==> config.mk <==
export PLATFORM = sky130hd
export DESIGN_NAME = ctc_greedy_decoder
export DESIGN_NICKNAME = d
export VERILOG_FILES = /design/src/ctcgd_pkg.sv /design/src/ctcgd_front.sv /design/src/ctcgd_queue.sv /design/src/ctcgd_div.sv /design/src/ctcgd_back.sv /design/src/ctc_greedy_decoder.sv
export SDC_FILE = /design/constraint.sdc
export NUM_CORES = 1
export LEC_CHECK = 0
export BUFFER_PORTS_ARGS = -buffer_cell sky130_fd_sc_hd__buf_2
export CORE_MARGIN = 2
export CORE_UTILIZATION = 50
export CTS_CLUSTER_SIZE = 16
export DETAILED_ROUTE_END_ITERATION = 8
export PLACE_DENSITY = 0.74
export SLEW_MARGIN = 20
export SYNTH_ARGS = -nofsm -noshare
export SYNTH_HDL_FRONTEND = slang
export SYNTH_SLANG_ARGS = --single-unit
export TNS_END_PERCENT = 50
==> constraint.sdc <==
create_clock -name clk -period 5.2 [get_ports clk]
set_input_delay 0.78 -clock clk [delete_from_list [all_inputs] [get_ports clk]]
set_output_delay 0.78 -clock clk [all_outputs]
set_load 0.01 [all_outputs]
==> src/ctcgd_pkg.sv <==
// Shared types and constants of the CTC greedy decoder.
// Depends on nothing; every other file of the block imports it.
`default_nettype none

package ctcgd_pkg;

	localparam int SCORE_BITS   = 16;
	localparam int MAX_CLASSES  = 8192;
	localparam int MAX_STEPS    = 256;
	localparam int LABEL_BITS   = $clog2(MAX_CLASSES);
	localparam int DICT_BITS    = LABEL_BITS + 1;
	localparam int COUNT_BITS   = $clog2(MAX_STEPS + 1);
	localparam int TOTAL_BITS   = SCORE_BITS + COUNT_BITS;
	localparam int MAG_BITS     = TOTAL_BITS - 1;
	localparam int QUEUE_DEPTH  = 4;

	// configuration port
	localparam int DATA_BITS    = 32;
	localparam int ADDR_BITS    = 3;
	localparam int REG_IDX_BITS = 1;
	localparam logic [REG_IDX_BITS-1:0] REG_DICT_SIZE = 1'b0;
	localparam logic [DICT_BITS-1:0]    DICT_RESET    = DICT_BITS'(MAX_CLASSES);

	// result kinds
	localparam logic KIND_LABEL   = 1'b0;
	localparam logic KIND_SUMMARY = 1'b1;

	// one decided time step, handed from front end to back end
	typedef struct packed {
		logic                         emit;
		logic                         seq_end;
		logic [LABEL_BITS-1:0]        label;
		logic signed [SCORE_BITS-1:0] score;
	} step_rec_t;

	typedef struct packed {
		logic                  start;
		logic [MAG_BITS-1:0]   dividend;
		logic [COUNT_BITS-1:0] divisor;
	} div_req_t;

	typedef struct packed {
		logic                done;
		logic [MAG_BITS-1:0] quotient;
	} div_rsp_t;

endpackage

`default_nettype wire

==> src/ctcgd_front.sv <==
// Front end: running argmax over the class scores of a step, label decision.
// Depends on ctcgd_pkg.
`default_nettype none

module ctcgd_front
	import ctcgd_pkg::*;
(
	input  wire logic                         clk,
	input  wire logic                         arst_n,
	input  wire logic                         accept,
	input  wire logic signed [SCORE_BITS-1:0] score,
	input  wire logic                         last_class,
	input  wire logic                         last_step,
	input  wire logic [DICT_BITS-1:0]         dict_size,
	output step_rec_t                         rec,
	output logic                              rec_push
);

	logic signed [SCORE_BITS-1:0] best_score_q;
	logic [LABEL_BITS-1:0]        best_index_q;
	logic [LABEL_BITS-1:0]        class_pos_q;
	logic [LABEL_BITS-1:0]        prev_label_q;
	logic                         first_step_q;

	logic                         take_new;
	logic signed [SCORE_BITS-1:0] new_score;
	logic [LABEL_BITS-1:0]        new_index;
	logic                         emit;

	// first class of a step always wins; later ones only when strictly greater
	assign take_new  = (class_pos_q == '0) || (score > best_score_q);
	assign new_score = take_new ? score : best_score_q;
	assign new_index = take_new ? class_pos_q : best_index_q;

	assign emit = (new_index != '0) && (first_step_q || (new_index != prev_label_q)) &&
		({1'b0, new_index} < dict_size);

	always_comb begin
		rec.emit    = emit;
		rec.seq_end = last_step;
		rec.label   = new_index;
		rec.score   = new_score;
	end

	assign rec_push = accept && last_class && (emit || last_step);

	always_ff @(posedge clk or negedge arst_n) begin
		if (!arst_n) begin
			best_score_q <= '0;
			best_index_q <= '0;
			class_pos_q  <= '0;
			prev_label_q <= '0;
			first_step_q <= 1'b1;
		end else if (accept) begin
			best_score_q <= new_score;
			best_index_q <= new_index;
			if (last_class) begin
				class_pos_q <= '0;
				if (last_step) begin
					prev_label_q <= '0;
					first_step_q <= 1'b1;
				end else begin
					prev_label_q <= new_index;
					first_step_q <= 1'b0;
				end
			end else if (class_pos_q != LABEL_BITS'(MAX_CLASSES - 1)) begin
				class_pos_q <= class_pos_q + 1'b1;
			end
		end
	end

endmodule

`default_nettype wire

==> src/ctcgd_queue.sv <==
// Short queue of decided steps between front end and back end.
// Depends on ctcgd_pkg.
`default_nettype none

module ctcgd_queue
	import ctcgd_pkg::*;
#(
	parameter int DEPTH = QUEUE_DEPTH
) (
	input  wire logic      clk,
	input  wire logic      arst_n,
	input  wire logic      wr_en,
	input  wire step_rec_t wr_data,
	input  wire logic      rd_en,
	output step_rec_t      rd_data,
	output logic           full,
	output logic           empty
);

	localparam int PTR_BITS = $clog2(DEPTH);
	localparam int CNT_BITS = $clog2(DEPTH + 1);

	step_rec_t             mem_q [DEPTH];
	logic [PTR_BITS-1:0]   wr_ptr_q;
	logic [PTR_BITS-1:0]   rd_ptr_q;
	logic [CNT_BITS-1:0]   cnt_q;
	logic                  do_wr;
	logic                  do_rd;

	assign full    = (cnt_q == CNT_BITS'(DEPTH));
	assign empty   = (cnt_q == '0);
	assign do_wr   = wr_en && !full;
	assign do_rd   = rd_en && !empty;
	assign rd_data = mem_q[rd_ptr_q];

	always_ff @(posedge clk) begin
		if (do_wr) begin
			mem_q[wr_ptr_q] <= wr_data;
		end
	end

	always_ff @(posedge clk or negedge arst_n) begin
		if (!arst_n) begin
			wr_ptr_q <= '0;
			rd_ptr_q <= '0;
			cnt_q    <= '0;
		end else begin
			if (do_wr) begin
				wr_ptr_q <= (wr_ptr_q == PTR_BITS'(DEPTH - 1)) ? '0 : wr_ptr_q + 1'b1;
			end
			if (do_rd) begin
				rd_ptr_q <= (rd_ptr_q == PTR_BITS'(DEPTH - 1)) ? '0 : rd_ptr_q + 1'b1;
			end
			if (do_wr && !do_rd) begin
				cnt_q <= cnt_q + 1'b1;
			end else if (do_rd && !do_wr) begin
				cnt_q <= cnt_q - 1'b1;
			end
		end
	end

endmodule

`default_nettype wire

==> src/ctcgd_div.sv <==
// Restoring divider, one quotient bit per cycle, for the sequence mean.
// Depends on ctcgd_pkg.
`default_nettype none

module ctcgd_div
	import ctcgd_pkg::*;
(
	input  wire logic     clk,
	input  wire logic     arst_n,
	input  wire div_req_t req,
	output div_rsp_t      rsp
);

	localparam int STEP_BITS = $clog2(MAG_BITS + 1);

	logic                  busy_q;
	logic [STEP_BITS-1:0]  step_q;
	logic [MAG_BITS-1:0]   quo_q;
	logic [COUNT_BITS-1:0] rem_q;
	logic [COUNT_BITS-1:0] dvs_q;
	logic [COUNT_BITS:0]   trial;
	logic                  fits;

	assign trial = {rem_q, quo_q[MAG_BITS-1]};
	assign fits  = (trial >= {1'b0, dvs_q});

	always_comb begin
		rsp.done     = !busy_q;
		rsp.quotient = quo_q;
	end

	always_ff @(posedge clk) begin
		if (req.start) begin
			quo_q <= req.dividend;
			rem_q <= '0;
			dvs_q <= req.divisor;
		end else if (busy_q) begin
			quo_q <= {quo_q[MAG_BITS-2:0], fits};
			rem_q <= fits ? COUNT_BITS'(trial - {1'b0, dvs_q}) : COUNT_BITS'(trial);
		end
	end

	always_ff @(posedge clk or negedge arst_n) begin
		if (!arst_n) begin
			busy_q <= 1'b0;
			step_q <= '0;
		end else if (req.start) begin
			busy_q <= 1'b1;
			step_q <= STEP_BITS'(MAG_BITS);
		end else if (busy_q) begin
			step_q <= step_q - 1'b1;
			if (step_q == STEP_BITS'(1)) begin
				busy_q <= 1'b0;
			end
		end
	end

endmodule

`default_nettype wire

==> src/ctcgd_back.sv <==
// Back end: score totals, result register and the end-of-sequence summary.
// Depends on ctcgd_pkg and ctcgd_div.
`default_nettype none

module ctcgd_back
	import ctcgd_pkg::*;
(
	input  wire logic                          clk,
	input  wire logic                          arst_n,
	input  wire step_rec_t                     rec,
	input  wire logic                          rec_empty,
	output logic                               rec_pop,
	input  wire logic                          pop,
	output logic                               empty,
	output logic                               kind,
	output logic [LABEL_BITS-1:0]              label,
	output logic signed [SCORE_BITS-1:0]       label_score,
	output logic signed [SCORE_BITS-1:0]       mean_score,
	output logic [COUNT_BITS-1:0]              label_count,
	output logic                               last
);

	localparam logic [1:0] ST_IDLE = 2'd0;
	localparam logic [1:0] ST_LOAD = 2'd1;
	localparam logic [1:0] ST_DIV  = 2'd2;
	localparam logic [1:0] ST_SUM  = 2'd3;

	logic [1:0]                    state_q;
	logic [1:0]                    state_d;
	logic signed [TOTAL_BITS-1:0]  total_q;
	logic [COUNT_BITS-1:0]         count_q;
	logic                          neg_q;
	logic                          none_q;

	logic                          out_valid_q;
	logic                          out_kind_q;
	logic [LABEL_BITS-1:0]         out_label_q;
	logic signed [SCORE_BITS-1:0]  out_lscore_q;
	logic signed [SCORE_BITS-1:0]  out_mean_q;
	logic [COUNT_BITS-1:0]         out_count_q;
	logic                          out_last_q;

	logic                          slot_free;
	logic                          load_label;
	logic                          load_sum;
	logic                          clear_seq;
	logic signed [TOTAL_BITS-1:0]  total_abs;
	logic [MAG_BITS-1:0]           signed_quo;
	logic signed [SCORE_BITS-1:0]  mean;
	div_req_t                      div_req;
	div_rsp_t                      div_rsp;

	ctcgd_div u_div (
		.clk    (clk),
		.arst_n (arst_n),
		.req    (div_req),
		.rsp    (div_rsp)
	);

	assign slot_free  = !out_valid_q || pop;
	assign total_abs  = total_q[TOTAL_BITS-1] ? -total_q : total_q;
	assign signed_quo = neg_q ? -div_rsp.quotient : div_rsp.quotient;
	assign mean       = none_q ? '0 : SCORE_BITS'(signed_quo);

	always_comb begin
		div_req.start    = (state_q == ST_LOAD);
		div_req.dividend = MAG_BITS'(total_abs);
		div_req.divisor  = count_q;
	end

	always_comb begin
		state_d    = state_q;
		rec_pop    = 1'b0;
		load_label = 1'b0;
		load_sum   = 1'b0;
		clear_seq  = 1'b0;
		unique case (state_q)
			ST_IDLE: begin
				if (!rec_empty) begin
					if (rec.emit) begin
						if (slot_free) begin
							rec_pop    = 1'b1;
							load_label = 1'b1;
							if (rec.seq_end) begin
								state_d = ST_LOAD;
							end
						end
					end else begin
						// a record without a label only ends the sequence
						rec_pop = 1'b1;
						state_d = ST_LOAD;
					end
				end
			end
			ST_LOAD: begin
				state_d = ST_DIV;
			end
			ST_DIV: begin
				if (div_rsp.done) begin
					state_d = ST_SUM;
				end
			end
			ST_SUM: begin
				if (slot_free) begin
					load_sum  = 1'b1;
					clear_seq = 1'b1;
					state_d   = ST_IDLE;
				end
			end
			default: begin
				state_d = ST_IDLE;
			end
		endcase
	end

	always_ff @(posedge clk or negedge arst_n) begin
		if (!arst_n) begin
			state_q     <= ST_IDLE;
			total_q     <= '0;
			count_q     <= '0;
			out_valid_q <= 1'b0;
		end else begin
			state_q <= state_d;
			if (clear_seq) begin
				total_q <= '0;
				count_q <= '0;
			end else if (load_label && (count_q < COUNT_BITS'(MAX_STEPS))) begin
				total_q <= total_q + TOTAL_BITS'(rec.score);
				count_q <= count_q + 1'b1;
			end
			if (load_label || load_sum) begin
				out_valid_q <= 1'b1;
			end else if (pop) begin
				out_valid_q <= 1'b0;
			end
		end
	end

	always_ff @(posedge clk) begin
		if (state_q == ST_LOAD) begin
			neg_q  <= total_q[TOTAL_BITS-1];
			none_q <= (count_q == '0);
		end
		if (load_label) begin
			out_kind_q   <= KIND_LABEL;
			out_label_q  <= rec.label;
			out_lscore_q <= rec.score;
			out_mean_q   <= '0;
			out_count_q  <= '0;
			out_last_q   <= !rec.seq_end;
		end else if (load_sum) begin
			out_kind_q   <= KIND_SUMMARY;
			out_label_q  <= '0;
			out_lscore_q <= '0;
			out_mean_q   <= mean;
			out_count_q  <= count_q;
			out_last_q   <= 1'b1;
		end
	end

	assign empty       = !out_valid_q;
	assign kind        = out_kind_q;
	assign label       = out_label_q;
	assign label_score = out_lscore_q;
	assign mean_score  = out_mean_q;
	assign label_count = out_count_q;
	assign last        = out_last_q;

endmodule

`default_nettype wire

==> src/ctc_greedy_decoder.sv <==
// Top level of the CTC greedy decoder: front end, step queue, back end, register.
// Depends on ctcgd_pkg, ctcgd_front, ctcgd_queue and ctcgd_back.
`default_nettype none

//  channel   | direction | handshake            | words
//  ----------+-----------+----------------------+----------------------------------------
//  score in  | in        | push / full          | score, last_class, last_step
//  result    | out       | empty / pop          | kind, label, label_score, mean_score,
//            |           |                      | label_count, last
//  register  | in / out  | psel/penable/pready  | dictionary_size at byte address 0
//
//  One score word is taken each cycle unless full; the front end's argmax needs no more.
//  A step word passes from the step queue into the result register when the back end is idle
//  and the result register is free. A sequence end holds the back end in its load, divide and
//  summary states while the one-bit-per-cycle divider runs; the step queue absorbs that.
//  A stalled result holds its words; push proceeds until the step queue fills, then full rises.
//  Reset clears all control state and sets dictionary_size to 8192; no clearing pass.

module ctc_greedy_decoder
	import ctcgd_pkg::*;
#(
	parameter int QUEUE_DEPTH_P = QUEUE_DEPTH
) (
	input  wire logic                          clk,
	input  wire logic                          arst_n,
	// configuration
	input  wire logic                          psel,
	input  wire logic                          penable,
	input  wire logic                          pwrite,
	input  wire logic [ADDR_BITS-1:0]          paddr,
	input  wire logic [DATA_BITS-1:0]          pwdata,
	output logic [DATA_BITS-1:0]               prdata,
	output logic                               pready,
	// scores
	input  wire logic                          push,
	output logic                               full,
	input  wire logic signed [SCORE_BITS-1:0]  score,
	input  wire logic                          last_class,
	input  wire logic                          last_step,
	// results
	output logic                               empty,
	input  wire logic                          pop,
	output logic                               kind,
	output logic [LABEL_BITS-1:0]              label,
	output logic signed [SCORE_BITS-1:0]       label_score,
	output logic signed [SCORE_BITS-1:0]       mean_score,
	output logic [COUNT_BITS-1:0]              label_count,
	output logic                               last
);

	logic [DICT_BITS-1:0] dict_size_q;
	logic                 accept;
	logic                 rec_push;
	logic                 rec_pop;
	logic                 rec_empty;
	step_rec_t            front_rec;
	step_rec_t            head_rec;
	logic                 reg_sel;

	// register port: always ready, one register at index zero, others ignored
	assign pready  = 1'b1;
	assign reg_sel = (paddr[ADDR_BITS-1 -: REG_IDX_BITS] == REG_DICT_SIZE);
	assign prdata  = reg_sel ? DATA_BITS'(dict_size_q) : '0;

	always_ff @(posedge clk or negedge arst_n) begin
		if (!arst_n) begin
			dict_size_q <= DICT_RESET;
		end else if (psel && penable && pwrite && reg_sel) begin
			dict_size_q <= pwdata[DICT_BITS-1:0];
		end
	end

	// take a score word whenever the step queue has room
	assign accept = push && !full;

	ctcgd_front u_front (
		.clk        (clk),
		.arst_n     (arst_n),
		.accept     (accept),
		.score      (score),
		.last_class (last_class),
		.last_step  (last_step),
		.dict_size  (dict_size_q),
		.rec        (front_rec),
		.rec_push   (rec_push)
	);

	ctcgd_queue #(
		.DEPTH (QUEUE_DEPTH_P)
	) u_queue (
		.clk     (clk),
		.arst_n  (arst_n),
		.wr_en   (rec_push),
		.wr_data (front_rec),
		.rd_en   (rec_pop),
		.rd_data (head_rec),
		.full    (full),
		.empty   (rec_empty)
	);

	ctcgd_back u_back (
		.clk         (clk),
		.arst_n      (arst_n),
		.rec         (head_rec),
		.rec_empty   (rec_empty),
		.rec_pop     (rec_pop),
		.pop         (pop),
		.empty       (empty),
		.kind        (kind),
		.label       (label),
		.label_score (label_score),
		.mean_score  (mean_score),
		.label_count (label_count),
		.last        (last)
	);

endmodule

`default_nettype wire

==> impl_metrics.yaml <==
setup_path:
  r2r_slack_ns: 0.32
  ff2ff_path_depth: 25
  cp_max_fo: 4
  critPathKind: "reg2reg"
  cp-start-kind: "flip-flop"
  cp-endpoint: "u_queue.cnt_q[2]$_DFFE_PN0P_"
  startpoint: "u_front.best_score_q[9]$_DFFE_PN0P_"
  reg2reg_from: "u_front.best_score_q[9]$_DFFE_PN0P_"
  worstPathRequired_ns: 5.66
  cp.arrival_ns: 5.34
  end_kind: "flip-flop"
  r2r-end: "u_queue.cnt_q[2]$_DFFE_PN0P_"
floorplanning:
  num_rows: 68
  io_pins: 151
  die-area_um2: 36300
  die_w_um: 191
  fp.dieH_um: 191
  start_util_pct: 50.6
  coreArea_um2: 34400
sta:
  fmax_mhz: 205
  hold_violations: 0
  fin_skew_ns: 0.0200
  rsz0062_at_grt: "false"
  period_needed_ns: 4.88
  setup_violations: 0
  final_max_slew_viol_count: 0
  tightest_slew_ns: 1.16
  setup_tns_ns: 0
  fin_crit_sh_pct: 93.9
  slew_headroom_pct: 22.8
placed_design:
  placed_area_um2: 18700
  io_buffer_count: 111
  hpwlAfterDp_um: 27000
  dp_cells: 2104
  place.gp.congestion: 0.931
logic_synthesis:
  synth.area.top_cells: "edfxtp_1 (33%), dfrtp_1 (17%), ha_1 (5.5%)"
  yosysTopAreaCell: "edfxtp_1"
  yosysSeqAreaShare_pct: 53.9
  synth_edf_count: 189
  ys_seq_elements: 344
  synth_area_um2: 17400
  synth_cell_type_count: 81
  yosys_most_used_dff: "edfxtp_1"
  syn_avg_cell_area_um2: 11.2
  syn_inst: 1556
  ys_warn_count: 0
  async_reset_ff_share_pct: 34.9
  synth_top_area_share_pct: 32.6
layout:
  final_nets: 1828
  syn2layout_area_growth_pct: 15.1
  fillers: 2846
  final_common_cell: "edfxtp_1"
  stdcell_count: 2172
  multi_input_area_um2: 7350
  final_cell_mix: "edfxtp_1 (189), nand2_1 (179), dfrtp_1 (117)"
  post_route_cells_drive_above_1_share_pct: 18.5
  layout.area.seq_um2: 9380
  fin_area_um2: 20000
  n_antenna_cell: 0
worst_hold_path:
  min_path_type: "in2async"
global_routing:
  grt_pass1_wl_um: 61500
  grt-ovfl-total: 0
  first_global_vias: 11900
  antenna_found_initial: 0
  grt_max_degree: 73
  grt_usage_pct: 21.4
clocking:
  cts_buffers: 38
  clock_latency_ns: 0.54
  cts_sinks: 344
  clk_path_buf_depth: 3
  htree_levels: 2
  path_clk_slew_ns: 0.06
  root_buffer: "clkbuf_16"
  postCtsSetupBuffers: 0
  cts_tree: "yes"
routing:
  vias: 12100
  drtIter0Drc: 721
  firstDrtPassIters: 5
  antenna_left: 0
  drc: 0
  via_per_inst: 5.56
  routed_wl_um: 38500
  wl_per_cell_um: 17.7
power_and_ir_drop:
  netSwitchingPower_mw: 4.63
  total_power_mw: 12.5
  p_per_area_nw_per_um2: 624
  pwr-share-comb_pct: 41.2
  intPower_mw: 7.86
  p_leak_nw: 8.49
  ir_worst_vdd_v: 0.000290
  power.switching_fraction_pct: 37.1
  seqPwrFrac_pct: 35.4
  clock_power_share_pct: 23.4
status:
  outcome: "completed"
job:
  cap_violations: 0
how the worst min path moves through the flow:
stage | from | to | cells past startpoint | slack, ns
after floorplan | u_front.first_step_q$_DFFE_PN1P_ | u_front.first_step_q$_DFFE_PN1P_ | 2 | 0.44
final | arst_n | u_back.u_div.step_q[1]$_DFFE_PN0P_ | 1 | 0.30
after CTS | arst_n | u_back.u_div.step_q[1]$_DFFE_PN0P_ | 1 | 0.31
after global routing | arst_n | u_back.u_div.step_q[3]$_DFFE_PN0P_ | 1 | 0.35
after global placement | u_back.mean_score[3]$_SDFFE_PP0P_ | u_back.mean_score[3]$_SDFFE_PP0P_ | 2 | 0.43
after detailed placement | u_back.mean_score[14]$_SDFFE_PP0P_ | u_back.mean_score[14]$_SDFFE_PP0P_ | 2 | 0.44
through the flow:
| step | util [%] | hold WS, ns | setup WS (ns) |
|---|---|---|---|
| finish | 58.3 | 0.297 | 0.317 |
| global route | 58.3 | 0.350 | 0.0257 |
| CTS | 58.2 | 0.315 | 0.247 |
| detailed placement | 54.3 | 0.438 | -0.202 |
| global placement | 54.3 | 0.431 | -0.0866 |
| floorplan | - | 0.444 | -0.248 |
synth_stat cells (34+ instances only):
cell type	count
xor2_1	54
nor2_1	98
dfxtp_1	35
ha_1	76
inv_1	97
edfxtp_1	189
a21oi_1	78
and3_1	37
o21ai_0	107
dfrtp_1	118
clkbuf_1	58
xnor2_1	34
nand2_1	180
power groups by stage:
stage / registers (mW) / logic (mW) / clock network [mW]
2_1_floorplan: 4.33 / 3.76 / 0
3_3_place_gp: 4.43 / 4.95 / 0
3_5_place_dp: 4.46 / 5.10 / 0
4_1_cts: 4.42 / 5.14 / 2.97
5_1_grt: 4.52 / 5.74 / 3.07
6_report: 4.42 / 5.15 / 2.93
final cells by class:
class | count | share of cell area, %
Clock buffer | 43 | 5.00
Clock inverter | 25 | 1.81
Inverter | 97 | 1.82
Multi-Input combinational cell | 1045 | 36.7
Sequential cell | 344 | 46.8
Tap cell | 455 | 2.84
Timing Repair Buffer | 163 | 4.99
per-layer routing:
metal  part of all wire (%)  track usage, %  up-vias
met5                      0               0        -
met4                    3.2            7.87        0
met1                     44            28.3     5839
met2                     48            36.0      330
met3                    4.7            3.07       83
li1                       -               -     5835
critical path, stage by stage (launching register included):
cell,delay (ns)
dfrtp_1,0.33
inv_1,0.06
ha_1,0.32
nand4_1,0.15
or4_4,0.56
o211ai_4,0.19
o211ai_2,0.16
buf_4,0.18
nand2_4,0.08
mux2_2,0.36
ha_1,0.19
a21o_1,0.16
a21o_1,0.17
a21oi_1,0.15
nor2_1,0.05
a21oi_1,0.11
o311ai_1,0.13
nand2b_1,0.15
o2111ai_4,0.16
inv_1,0.09
ha_2,0.17
inv_1,0.05
fa_1,0.41
xor2_1,0.19
nor2_1,0.11
xor2_1,0.15
sequential cells by signal, summed over array words and instances, names as in the netlist, 5 cells and up:
signal and flops:
u_queue.mem_q 124, u_back.total_q 25, u_back.u_div.quo_q 24, u_back.label_score 16
u_back.mean_score 16, u_front.best_score_q 16, dict_size_q 14, u_back.label 13
u_front.best_index_q 13, u_front.class_pos_q 13, u_front.prev_label_q 13, u_back.count_q 9
u_back.label_count 9, u_back.u_div.dvs_q 9, u_back.u_div.rem_q 9, u_back.u_div.step_q 5
logic make-up after synthesis:
kind of cell	after synthesis	synth area share (%)
other	2	0.0432
multiplexers	78	7.01
flip-flops	344	53.9
adder cells (fa/ha/maj)	80	5.87
buffers and inverters	184	4.44
AO/OA/AOI/OAI	309	11.2
XOR/XNOR	88	4.43
AND/OR/NAND/NOR	471	13.1
what timing repair did:
action	4_1_cts	5_1_grt
hold buffers	0	0
endpoints found under the setup margin	0	1
gates resized for setup	0	4
No activity file was read; power rests on OpenSTA's default activity.
